===== src/opfd_pkg.sv =====
`default_nettype none
package opfd_pkg;

	localparam int TIME_W   = 32;
	localparam int DUR_W    = 16;
	localparam int CNT_W    = 7;
	localparam int SUM_W    = 22;
	localparam int BITS_W   = 64;
	localparam int IDX_W    = $clog2(BITS_W);
	localparam int CFG_IDX_W = 3;
	localparam int CFG_DATA_W = 32;

	localparam int MAX_FRAME_PULSES = 64;

	localparam int Q_DEPTH = 2;
	localparam int Q_PTR_W = $clog2(Q_DEPTH);
	localparam int Q_CNT_W = $clog2(Q_DEPTH + 1);

	// divider step counter, one quotient bit per step
	localparam int DIV_STEP_W = $clog2(SUM_W);

	localparam logic [TIME_W-1:0] FRAME_GAP_RST  = TIME_W'(5000);
	localparam logic [DUR_W-1:0]  NOISE_MIN_RST  = DUR_W'(100);
	localparam logic [CNT_W-1:0]  MIN_FRAME_RST  = CNT_W'(8);
	localparam logic [DUR_W-1:0]  SHORT_LOW_RST  = DUR_W'(250);
	localparam logic [DUR_W-1:0]  SHORT_HIGH_RST = DUR_W'(550);
	localparam logic [DUR_W-1:0]  LONG_LOW_RST   = DUR_W'(850);
	localparam logic [DUR_W-1:0]  LONG_HIGH_RST  = DUR_W'(1400);

	typedef enum logic [CFG_IDX_W-1:0] {
		CFG_FRAME_GAP,
		CFG_NOISE_MIN,
		CFG_MIN_FRAME,
		CFG_SHORT_LOW,
		CFG_SHORT_HIGH,
		CFG_LONG_LOW,
		CFG_LONG_HIGH
	} cfg_idx_t;

	// one entry per accepted edge, handed from front to back
	typedef struct packed {
		logic              frame;
		logic [CNT_W-1:0]  count;
		logic [BITS_W-1:0] bits;
		logic [SUM_W-1:0]  long_sum;
		logic [SUM_W-1:0]  short_sum;
		logic [CNT_W-1:0]  long_cnt;
		logic [CNT_W-1:0]  short_cnt;
		logic              malformed;
		logic              pair_fail;
	} rec_t;

	typedef struct packed {
		logic              frame_ready;
		logic [CNT_W-1:0]  pulse_count;
		logic              drop;
		logic [BITS_W-1:0] pulse_bits;
		logic [DUR_W-1:0]  long_avg;
		logic [DUR_W-1:0]  short_avg;
	} res_t;

	typedef enum logic {
		BK_IDLE,
		BK_DIV
	} bk_state_t;

endpackage
`default_nettype wire


===== src/ook_pulse_frame_decoder.sv =====
// Path: an accepted edge is registered as a delta, passes the queue and is loaded into the
//   result register; a well-formed frame with both classes first runs the two dividers.
// Flow: the front takes no new edge until the last one is pushed to the queue; a frame
//   needing averages holds the back while the dividers run, buffered by a 2-deep queue.
// Reset: arst_n asynchronous, active low; config returns to defaults, frame state,
//   queue and result valid flag clear, and the block accepts at once.
`default_nettype none
module ook_pulse_frame_decoder (
	input  wire                              clk,
	input  wire                              arst_n,
	// edge words in
	input  wire                              push,
	output logic                             full,
	input  wire  [opfd_pkg::TIME_W-1:0]      edge_time_us,
	// result words out
	input  wire                              pop,
	output logic                             empty,
	output logic                             frame_ready,
	output logic [opfd_pkg::CNT_W-1:0]       pulse_count,
	output logic                             drop,
	output logic [opfd_pkg::BITS_W-1:0]      pulse_bits,
	output logic [opfd_pkg::DUR_W-1:0]       long_avg_us,
	output logic [opfd_pkg::DUR_W-1:0]       short_avg_us,
	// config writes
	input  wire                              cfg_write,
	input  wire  [opfd_pkg::CFG_IDX_W-1:0]   cfg_index,
	input  wire  [opfd_pkg::CFG_DATA_W-1:0]  cfg_data
);
	import opfd_pkg::*;

	// Front: delta, classify, accumulate; emits one record word per edge.
	// Queue: decouples the front from the back while the dividers run.
	// Back: averages via iterative dividers, then a one-word result register.
	rec_t f_rec, q_dout;
	logic f_push, q_full, q_empty, q_pop;
	logic res_valid;
	res_t res;

	opfd_front u_front (
		.clk          (clk),
		.arst_n       (arst_n),
		.push         (push),
		.full         (full),
		.edge_time_us (edge_time_us),
		.cfg_write    (cfg_write),
		.cfg_index    (cfg_index),
		.cfg_data     (cfg_data),
		.q_full       (q_full),
		.q_push       (f_push),
		.q_rec        (f_rec)
	);

	opfd_fifo u_fifo (
		.clk    (clk),
		.arst_n (arst_n),
		.push   (f_push),
		.din    (f_rec),
		.full   (q_full),
		.pop    (q_pop),
		.dout   (q_dout),
		.empty  (q_empty)
	);

	opfd_back u_back (
		.clk       (clk),
		.arst_n    (arst_n),
		.q_empty   (q_empty),
		.q_rec     (q_dout),
		.q_pop     (q_pop),
		.pop       (pop),
		.res_valid (res_valid),
		.res       (res)
	);

	// result word is the back's output register
	assign empty        = !res_valid;
	assign frame_ready  = res.frame_ready;
	assign pulse_count  = res.pulse_count;
	assign drop         = res.drop;
	assign pulse_bits   = res.pulse_bits;
	assign long_avg_us  = res.long_avg;
	assign short_avg_us = res.short_avg;

endmodule
`default_nettype wire


===== src/opfd_fifo.sv =====
`default_nettype none
module opfd_fifo (
	input  wire                 clk,
	input  wire                 arst_n,
	input  wire                 push,
	input  wire opfd_pkg::rec_t din,
	output logic                full,
	input  wire                 pop,
	output opfd_pkg::rec_t      dout,
	output logic                empty
);
	import opfd_pkg::*;

	rec_t               entries_q [Q_DEPTH];
	logic [Q_PTR_W-1:0] wr_ptr_q;
	logic [Q_PTR_W-1:0] rd_ptr_q;
	logic [Q_CNT_W-1:0] count_q;

	function automatic logic [Q_PTR_W-1:0] ptr_inc(input logic [Q_PTR_W-1:0] p);
		ptr_inc = (p == Q_PTR_W'(Q_DEPTH - 1)) ? '0 : p + Q_PTR_W'(1);
	endfunction

	assign full  = (count_q == Q_CNT_W'(Q_DEPTH));
	assign empty = (count_q == '0);
	assign dout  = entries_q[rd_ptr_q];

	always_ff @(posedge clk or negedge arst_n) begin
		if (!arst_n) begin
			wr_ptr_q <= '0;
			rd_ptr_q <= '0;
			count_q  <= '0;
		end else begin
			if (push)
				wr_ptr_q <= ptr_inc(wr_ptr_q);
			if (pop)
				rd_ptr_q <= ptr_inc(rd_ptr_q);
			if (push && !pop)
				count_q <= count_q + Q_CNT_W'(1);
			else if (pop && !push)
				count_q <= count_q - Q_CNT_W'(1);
		end
	end

	always_ff @(posedge clk) begin
		if (push)
			entries_q[wr_ptr_q] <= din;
	end

	a_no_overflow: assert property (@(posedge clk) disable iff (!arst_n)
		push |-> !full)
		else $error("queue written while full");
	a_no_underflow: assert property (@(posedge clk) disable iff (!arst_n)
		pop |-> !empty)
		else $error("queue read while empty");
	a_count_bound: assert property (@(posedge clk) disable iff (!arst_n)
		count_q <= Q_CNT_W'(Q_DEPTH))
		else $error("queue count beyond depth");

endmodule
`default_nettype wire


===== src/opfd_front.sv =====
`default_nettype none
module opfd_front (
	input  wire                              clk,
	input  wire                              arst_n,
	input  wire                              push,
	output logic                             full,
	input  wire  [opfd_pkg::TIME_W-1:0]      edge_time_us,
	input  wire                              cfg_write,
	input  wire  [opfd_pkg::CFG_IDX_W-1:0]   cfg_index,
	input  wire  [opfd_pkg::CFG_DATA_W-1:0]  cfg_data,
	input  wire                              q_full,
	output logic                             q_push,
	output opfd_pkg::rec_t                   q_rec
);
	import opfd_pkg::*;

	// config
	logic [TIME_W-1:0] gap_q;
	logic [DUR_W-1:0]  noise_q;
	logic [CNT_W-1:0]  min_q;
	logic [DUR_W-1:0]  s_lo_q, s_hi_q, l_lo_q, l_hi_q;

	// frame state
	logic [TIME_W-1:0] last_q;
	logic [CNT_W-1:0]  pulses_q;
	logic [BITS_W-1:0] bits_q;
	logic [SUM_W-1:0]  lsum_q, ssum_q;
	logic [CNT_W-1:0]  lcnt_q, scnt_q;
	logic              mal_q, pair_q, prev_long_q;

	logic              valid_s1;
	logic [TIME_W-1:0] delta_s1;

	logic [CNT_W-1:0]  pulses_n;
	logic [BITS_W-1:0] bits_n;
	logic [SUM_W-1:0]  lsum_n, ssum_n;
	logic [CNT_W-1:0]  lcnt_n, scnt_n;
	logic              mal_n, pair_n, prev_long_n;
	logic              clear;
	logic              is_gap, is_noise, in_long, in_short;
	logic [IDX_W-1:0]  idx;

	assign full   = valid_s1;
	assign q_push = valid_s1 && !q_full;
	assign idx    = pulses_q[IDX_W-1:0];

	assign is_gap   = delta_s1 > gap_q;
	assign is_noise = delta_s1 < TIME_W'(noise_q);
	assign in_long  = (delta_s1 >= TIME_W'(l_lo_q)) && (delta_s1 <= TIME_W'(l_hi_q));
	assign in_short = (delta_s1 >= TIME_W'(s_lo_q)) && (delta_s1 <= TIME_W'(s_hi_q));

	always_comb begin
		pulses_n    = pulses_q + CNT_W'(1);
		bits_n      = bits_q;
		lsum_n      = lsum_q;
		ssum_n      = ssum_q;
		lcnt_n      = lcnt_q;
		scnt_n      = scnt_q;
		mal_n       = mal_q;
		pair_n      = pair_q;
		prev_long_n = prev_long_q;
		clear       = 1'b0;
		q_rec       = '0;

		if (!mal_q) begin
			if (in_long) begin
				bits_n      = bits_q | (BITS_W'(1) << idx);
				lsum_n      = lsum_q + delta_s1[SUM_W-1:0];
				lcnt_n      = lcnt_q + CNT_W'(1);
			end else if (in_short) begin
				ssum_n      = ssum_q + delta_s1[SUM_W-1:0];
				scnt_n      = scnt_q + CNT_W'(1);
			end else begin
				mal_n       = 1'b1;
			end
			// odd pulse must differ from its even partner
			if (!mal_n && idx[0] && (prev_long_q == in_long))
				pair_n = 1'b1;
			prev_long_n = in_long;
		end

		if (is_gap) begin
			clear = 1'b1;
			if (pulses_q > min_q) begin
				q_rec.frame     = 1'b1;
				q_rec.count     = pulses_q;
				q_rec.bits      = bits_q;
				q_rec.long_sum  = lsum_q;
				q_rec.short_sum = ssum_q;
				q_rec.long_cnt  = lcnt_q;
				q_rec.short_cnt = scnt_q;
				q_rec.malformed = mal_q;
				q_rec.pair_fail = pair_q;
			end
		end else if (is_noise) begin
			clear = 1'b1;
		end else if (pulses_n >= CNT_W'(MAX_FRAME_PULSES)) begin
			clear           = 1'b1;
			q_rec.frame     = 1'b1;
			q_rec.count     = pulses_n;
			q_rec.bits      = bits_n;
			q_rec.long_sum  = lsum_n;
			q_rec.short_sum = ssum_n;
			q_rec.long_cnt  = lcnt_n;
			q_rec.short_cnt = scnt_n;
			q_rec.malformed = mal_n;
			q_rec.pair_fail = pair_n;
		end
	end

	always_ff @(posedge clk or negedge arst_n) begin
		if (!arst_n) begin
			gap_q       <= FRAME_GAP_RST;
			noise_q     <= NOISE_MIN_RST;
			min_q       <= MIN_FRAME_RST;
			s_lo_q      <= SHORT_LOW_RST;
			s_hi_q      <= SHORT_HIGH_RST;
			l_lo_q      <= LONG_LOW_RST;
			l_hi_q      <= LONG_HIGH_RST;
			last_q      <= '0;
			valid_s1    <= 1'b0;
			pulses_q    <= '0;
			bits_q      <= '0;
			lsum_q      <= '0;
			ssum_q      <= '0;
			lcnt_q      <= '0;
			scnt_q      <= '0;
			mal_q       <= 1'b0;
			pair_q      <= 1'b0;
			prev_long_q <= 1'b0;
		end else begin
			if (cfg_write) begin
				case (cfg_idx_t'(cfg_index))
					CFG_FRAME_GAP:  gap_q   <= cfg_data[TIME_W-1:0];
					CFG_NOISE_MIN:  noise_q <= cfg_data[DUR_W-1:0];
					CFG_MIN_FRAME:  min_q   <= cfg_data[CNT_W-1:0];
					CFG_SHORT_LOW:  s_lo_q  <= cfg_data[DUR_W-1:0];
					CFG_SHORT_HIGH: s_hi_q  <= cfg_data[DUR_W-1:0];
					CFG_LONG_LOW:   l_lo_q  <= cfg_data[DUR_W-1:0];
					CFG_LONG_HIGH:  l_hi_q  <= cfg_data[DUR_W-1:0];
					default: ;
				endcase
			end
			if (push && !full) begin
				last_q   <= edge_time_us;
				valid_s1 <= 1'b1;
			end else if (q_push) begin
				valid_s1 <= 1'b0;
			end
			if (q_push) begin
				if (clear) begin
					pulses_q    <= '0;
					bits_q      <= '0;
					lsum_q      <= '0;
					ssum_q      <= '0;
					lcnt_q      <= '0;
					scnt_q      <= '0;
					mal_q       <= 1'b0;
					pair_q      <= 1'b0;
					prev_long_q <= 1'b0;
				end else begin
					pulses_q    <= pulses_n;
					bits_q      <= bits_n;
					lsum_q      <= lsum_n;
					ssum_q      <= ssum_n;
					lcnt_q      <= lcnt_n;
					scnt_q      <= scnt_n;
					mal_q       <= mal_n;
					pair_q      <= pair_n;
					prev_long_q <= prev_long_n;
				end
			end
		end
	end

	// wrapping delta to the previous edge
	always_ff @(posedge clk) begin
		if (push && !full)
			delta_s1 <= edge_time_us - last_q;
	end

endmodule
`default_nettype wire


===== src/opfd_div.sv =====
`default_nettype none
module opfd_div (
	input  wire                            clk,
	input  wire                            arst_n,
	input  wire                            start,
	input  wire  [opfd_pkg::SUM_W-1:0]     dividend,
	input  wire  [opfd_pkg::CNT_W-1:0]     divisor,
	output logic                           busy,
	output logic [opfd_pkg::SUM_W-1:0]     quotient
);
	import opfd_pkg::*;

	logic                  busy_q;
	logic [DIV_STEP_W-1:0] step_q;
	logic [CNT_W-1:0]      div_q;
	logic [CNT_W-1:0]      rem_q;
	logic [SUM_W-1:0]      dq_q;

	logic [CNT_W:0]    trial;
	logic [CNT_W:0]    diff;
	logic              ge;

	// restoring, one quotient bit per cycle
	assign trial    = {rem_q, dq_q[SUM_W-1]};
	assign ge       = trial >= {1'b0, div_q};
	assign diff     = trial - {1'b0, div_q};
	assign busy     = busy_q;
	assign quotient = dq_q;

	always_ff @(posedge clk or negedge arst_n) begin
		if (!arst_n) begin
			busy_q <= 1'b0;
			step_q <= '0;
		end else if (start) begin
			busy_q <= 1'b1;
			step_q <= '0;
		end else if (busy_q) begin
			step_q <= step_q + DIV_STEP_W'(1);
			if (step_q == DIV_STEP_W'(SUM_W - 1))
				busy_q <= 1'b0;
		end
	end

	always_ff @(posedge clk) begin
		if (start) begin
			div_q <= divisor;
			rem_q <= '0;
			dq_q  <= dividend;
		end else if (busy_q) begin
			rem_q <= ge ? diff[CNT_W-1:0] : trial[CNT_W-1:0];
			dq_q  <= {dq_q[SUM_W-2:0], ge};
		end
	end

endmodule
`default_nettype wire


===== src/opfd_back.sv =====
`default_nettype none
module opfd_back (
	input  wire                 clk,
	input  wire                 arst_n,
	input  wire                 q_empty,
	input  wire opfd_pkg::rec_t q_rec,
	output logic                q_pop,
	input  wire                 pop,
	output logic                res_valid,
	output opfd_pkg::res_t      res
);
	import opfd_pkg::*;

	bk_state_t state_q, state_n;
	rec_t      rec_q;
	res_t      res_q, res_n;
	logic      valid_q;
	logic      out_free, load, div_start, need_div;
	logic      l_busy, s_busy;
	logic [SUM_W-1:0] l_quot, s_quot;

	assign out_free  = !valid_q || pop;
	assign need_div  = q_rec.frame && !q_rec.malformed &&
	                   (q_rec.long_cnt != '0) && (q_rec.short_cnt != '0);
	assign res_valid = valid_q;
	assign res       = res_q;

	opfd_div u_div_long (
		.clk      (clk),
		.arst_n   (arst_n),
		.start    (div_start),
		.dividend (q_rec.long_sum),
		.divisor  (q_rec.long_cnt),
		.busy     (l_busy),
		.quotient (l_quot)
	);

	opfd_div u_div_short (
		.clk      (clk),
		.arst_n   (arst_n),
		.start    (div_start),
		.dividend (q_rec.short_sum),
		.divisor  (q_rec.short_cnt),
		.busy     (s_busy),
		.quotient (s_quot)
	);

	always_comb begin
		state_n   = state_q;
		q_pop     = 1'b0;
		div_start = 1'b0;
		load      = 1'b0;
		res_n     = '0;
		case (state_q)
			BK_IDLE: begin
				if (!q_empty && out_free) begin
					q_pop = 1'b1;
					if (need_div) begin
						div_start = 1'b1;
						state_n   = BK_DIV;
					end else begin
						load = 1'b1;
						if (q_rec.frame) begin
							res_n.frame_ready = 1'b1;
							res_n.pulse_count = q_rec.count;
							res_n.drop        = 1'b1;
							res_n.pulse_bits  = q_rec.bits;
						end
					end
				end
			end
			BK_DIV: begin
				if (!l_busy && !s_busy && out_free) begin
					load              = 1'b1;
					res_n.frame_ready = 1'b1;
					res_n.pulse_count = rec_q.count;
					res_n.drop        = rec_q.pair_fail;
					res_n.pulse_bits  = rec_q.bits;
					res_n.long_avg    = l_quot[DUR_W-1:0];
					res_n.short_avg   = s_quot[DUR_W-1:0];
					state_n           = BK_IDLE;
				end
			end
			default: state_n = BK_IDLE;
		endcase
	end

	always_ff @(posedge clk or negedge arst_n) begin
		if (!arst_n) begin
			state_q <= BK_IDLE;
			valid_q <= 1'b0;
		end else begin
			state_q <= state_n;
			if (load)
				valid_q <= 1'b1;
			else if (pop)
				valid_q <= 1'b0;
		end
	end

	always_ff @(posedge clk) begin
		if (q_pop)
			rec_q <= q_rec;
		if (load)
			res_q <= res_n;
	end

endmodule
`default_nettype wire

===== config.mk =====
export PLATFORM = sky130hd
export DESIGN_NAME = ook_pulse_frame_decoder
export DESIGN_NICKNAME = d
export VERILOG_FILES = /design/src/opfd_pkg.sv /design/src/ook_pulse_frame_decoder.sv /design/src/opfd_fifo.sv /design/src/opfd_front.sv /design/src/opfd_div.sv /design/src/opfd_back.sv
export SDC_FILE = /design/constraint.sdc
export NUM_CORES = 2
export LEC_CHECK = 0
export ABC_AREA = 1
export BUFFER_PORTS_ARGS = -buffer_cell sky130_fd_sc_hd__buf_4
export CORE_ASPECT_RATIO = 0.5
export CORE_UTILIZATION = 64
export DETAILED_ROUTE_END_ITERATION = 7
export PLACE_DENSITY_LB_ADDON = 0.1
export RECOVER_POWER = 50
export SYNTH_ARGS = -nofsm -noshare
export SYNTH_HDL_FRONTEND = slang
export SYNTH_SLANG_ARGS = --single-unit

===== constraint.sdc =====
create_clock -name clk -period 14.02 [get_ports clk]
set_input_delay 0.701 -clock clk [delete_from_list [all_inputs] [get_ports clk]]
set_output_delay 0.701 -clock clk [all_outputs]
set_load 0.02 [all_outputs]

==> summary.log <==
INFO  timing         tightest_slew=6120ps
INFO  cts            insertion_delay_to_the_later_sink_of_the_worst_skew_pair=660ps
INFO  logic_synthesis postSynthNetCount=5081
INFO  floorplan      start_util=65.6%
INFO  grt            grt_overflow_total=0
INFO  pwr            p_int=6.02mW
INFO  setup_path     crit_type=reg2reg
INFO  cts            clock_pin_slew_of_the_registers_on_the_worst_case_setup_and_hold_paths=70ps
INFO  final_layout   finish.net_count=5175
INFO  setup_path     endpoint_kind=flip-flop
INFO  floorplan      floorplan.rows=66
INFO  timing         rsz0062_at_grt=false
INFO  setup_path     cp_slowest_stage_delay=2150ps
INFO  drt            via_density_per_instance=5.63
INFO  cts            htree_levels=3
INFO  placed_design  io_buffer_count=178
INFO  placed_design  dpl.hpwl=68300µm
INFO  floorplan      design.portCount=179
INFO  logic_synthesis synth_top_cell_by_area=sky130_fd_sc_hd__edfxtp_1
INFO  grt            grt_antenna_before_repair=1
INFO  run_status     failed_checks=DRC, capacitance limit, slew limit
INFO  timing         final.period_utilization=53.9%
INFO  grt            track_usage=30.9%
INFO  logic_synthesis yosys_warnings=0
INFO  setup_path     critical_path.max_fanout=82
INFO  timing         final_max_slew_viol_count=951
INFO  timing         period_minus_slack=7550ps
INFO  cts            cts_tree=yes
INFO  setup_path     worst_ep_arrival_time=7920ps
INFO  final_layout   synthToLayoutAreaGrowth=9.07%
INFO  pwr            combPwrFrac=35.3%
INFO  drt            routed-via-count=32779
INFO  timing         hold_viol_final=0
INFO  logic_synthesis post-synth-top-area-fraction=36.9%
INFO  logic_synthesis ys_async_sr_fraction=35.7%
INFO  floorplan      die_y=186µm
INFO  logic_synthesis post_synth_most_frequent_cells=1391 x sky130_fd_sc_hd__nand2_1, 681 x sky130_fd_sc_hd__inv_1, 531 x sky130_fd_sc_hd__edfxtp_1
INFO  run            number_of_maximum_capacitance_violations=15
INFO  run_status     outcome=finished with violations
INFO  logic_synthesis ys_top_cells_by_area=sky130_fd_sc_hd__edfxtp_1 37%, sky130_fd_sc_hd__dfrtp_1 16%, sky130_fd_sc_hd__nand2_1 12%
INFO  drt            wl=104000µm
INFO  timing         final.setup.tns=0ps
INFO  pwr            static-leakage-power=21.8nW
INFO  pwr            sequentialPowerShare=43.0%
INFO  final_layout   final_layout_size_suffix_gt1_share=5.59%
INFO  pwr            power_switching=3.91mW
INFO  drt            ant_nets=0
INFO  setup_path     critical_path.startpoint_type=flip-flop
INFO  placed_design  gp_routability_congestion=0.902
INFO  setup_path     timing.critical_path.max_delay_family=buffers and inverters
INFO  setup_path     required=14390ps
INFO  timing         maxSlewHeadroom=-308%
INFO  timing         final_setup_viols=0
INFO  drt            route.detailed.drc=12
INFO  pwr            worst_ir_drop_vdd=0.000157V
INFO  cts            cts-resized-gates=0
INFO  final_layout   antennaDiodeCount=0
INFO  cts            post_cts_buffers=0
INFO  setup_path     timing.critical_path.slowest_stage_cell=sky130_fd_sc_hd__clkinvlp_2
INFO  logic_synthesis synth_cells=4786
INFO  logic_synthesis syn-mean-instance-area=9.02µm²
INFO  drt            initialDrtViolationCount=3265
INFO  cts            post_cts_hold_buffer_count=0
INFO  floorplan      dieWidth=369µm
INFO  cts            cts_inserted_buffers=74
INFO  setup_path     critical_path.cell_chain=clkinvlp_2 -> buf_4 -> o21ai_0 -> inv_1 -> nor3_1 -> a31oi_2 -> nand3_2 -> clkinv_2 -> buf_4 -> nor2_1 -> a31oi_2
INFO  grt            first_global_vias=31769
INFO  setup_path     crit_buf_inv=5
INFO  floorplan      area_inside_the_core_boundary=0.0658mm²
INFO  logic_synthesis netlist-cell-type-count=55
INFO  drt            firstDrtPassIters=8
INFO  min_path       hold_path.class=in2reg
INFO  final_layout   nFillCells=4978
INFO  logic_synthesis post-synth-top-count-cell=sky130_fd_sc_hd__nand2_1
INFO  logic_synthesis mappedNetlistArea=0.0432mm²
INFO  logic_synthesis synth-edff-count=531
INFO  grt            grt_first_pass_wirelength=166000µm
INFO  pwr            design_power_total=9.93mW
INFO  floorplan      floorplan.die_area=0.0686mm²
INFO  pwr            p_per_area=211mW/mm²
INFO  drt            wl_per_cell=17.9µm
INFO  timing         fmax=0.132GHz
INFO  cts            cts_root_buf=sky130_fd_sc_hd__clkbuf_16
INFO  logic_synthesis ys_dominant_reg_cell=sky130_fd_sc_hd__edfxtp_1
INFO  timing         fin_worst_skew=23.9ps
INFO  pwr            swShare=39.4%
INFO  cts            clock_sinks=847
INFO  cts            maximum_root_to_sink_buffer_count=3
INFO  logic_synthesis synth-seq-area-share=55.2%
INFO  logic_synthesis synth_seq_cells=847
INFO  pwr            pwr-share-clk=21.7%
INFO  grt            grt_start_max_net_pins=125
cell type report:
type | count | area (µm²) | area share (%)
Sequential cell | 847 | 23800 | 50.6
Multi-Input combinational cell | 3064 | 16000 | 33.9
Clock buffer | 103 | 2100 | 4.47
Timing Repair Buffer | 204 | 1090 | 2.32
Inverter | 689 | 2590 | 5.50
Clock inverter | 33 | 424 | 0.901
Tap cell | 884 | 1110 | 2.35
flip-flops by register name, summed over array words and instances, names as in the netlist, 16 cells and up:
signal and flops:
u_back.rec_q 72, u_back.res 105, u_back.u_div_long.quotient 22, u_back.u_div_short.quotient 22, u_fifo.entries_q 264, u_front.bits_q 64
u_front.delta_s1 32, u_front.gap_q 32, u_front.l_hi_q 16, u_front.l_lo_q 16, u_front.last_q 32, u_front.lsum_q 22
u_front.noise_q 16, u_front.s_hi_q 16, u_front.s_lo_q 16, u_front.ssum_q 22
worst register-to-register path, delay by kind of cell (launching register included):
| family | cells | cell delay [ps] |
|---|---|---|
| buffers and inverters | 5 | 4490 |
| DFF | 1 | 1540 |
| and+or+nand+nor | 3 | 710 |
| AOI/OAI and AO/OA | 3 | 520 |
logic make-up after synthesis:
| logic type | Yosys count | synth area share, % |
|---|---|---|
| AOI/OAI and AO/OA | 799 | 10.2 |
| xor gates and xnor gates | 80 | 1.62 |
| adders and majority gates | 223 | 6.55 |
| buffers and inverters | 875 | 7.96 |
| DFF | 847 | 55.2 |
| and+or+nand+nor | 1962 | 18.5 |
through the flow:
stage          cells  instance area (µm²)  worst slack [ps]  util [%]  hold slack (ps)
3_5_place_dp    5688                45000              8900      68.4              451
4_1_cts         5824                47600              8810      72.3              127
5_1_grt         5824                47100              5820      71.6              266
2_1_floorplan   4786                43200              6460         -              405
3_3_place_gp    5688                45000              8950      68.4              453
6_report        5824                47100              6470      71.6              271
worst paths after layout:
| kind | from | to | slack (ps) | cells after the start |
|---|---|---|---|---|
| min in group asynchronous | arst_n | u_front.l_hi_q[9] | 2320 | 1 |
| max in group asynchronous | arst_n | u_front.bits_q[33] | 8140 | 3 |
| worst max register to register | u_fifo.rd_ptr_q | u_back.u_div_short.quotient[8] | 6470 | 11 |
| worst min-delay path | edge_time_us[4] | u_front.last_q[4] | 270 | 3 |
| worst max-delay path | u_fifo.rd_ptr_q | u_back.u_div_short.quotient[8] | 6470 | 11 |
| worst min register to register | u_back.u_div_long.rem_q[6] | u_back.u_div_long.rem_q[6] | 460 | 2 |
power by group through the flow:
stage,clock [mW],combinational [mW],sequential (mW)
after detailed placement,0,3.58,4.28
final,2.16,3.51,4.27
after global placement,0,3.47,4.26
after global routing,2.27,3.93,4.35
after CTS,2.19,3.61,4.24
after floorplan,0,2.39,4.31
cells in the final DEF, fill, tap and decap left out, types with 41 or more instances in the layout:
cell / Yosys / final
sky130_fd_sc_hd__o22ai_1: 41 / 41
sky130_fd_sc_hd__dfrtp_1: 272 / 271
sky130_fd_sc_hd__o21ai_0: 457 / 458
sky130_fd_sc_hd__clkbuf_1: 119 / 137
sky130_fd_sc_hd__edfxtp_1: 531 / 531
sky130_fd_sc_hd__buf_4: 4 / 82
sky130_fd_sc_hd__ha_1: 218 / 218
sky130_fd_sc_hd__xor2_1: 54 / 54
sky130_fd_sc_hd__inv_1: 681 / 681
sky130_fd_sc_hd__nand4_1: 63 / 63
sky130_fd_sc_hd__nand2_1: 1391 / 1389
sky130_fd_sc_hd__clkbuf_16: 0 / 76
sky130_fd_sc_hd__a21oi_1: 171 / 171
sky130_fd_sc_hd__nand3_1: 198 / 198
sky130_fd_sc_hd__nor2_1: 252 / 250
per-layer routing:
layer  vias up  wire length [µm]  share of wire, %  global-route usage [%]
li1      15910                 -                 -                       -
met1     15660             44900                43                    41.2
met2      1026             50100                48                    52.4
met3       183              6860               6.6                    4.77
met4         0              2620               2.5                    9.88
met5         -                 0                 0                       0
No activity file was read; power rests on OpenSTA's default activity.
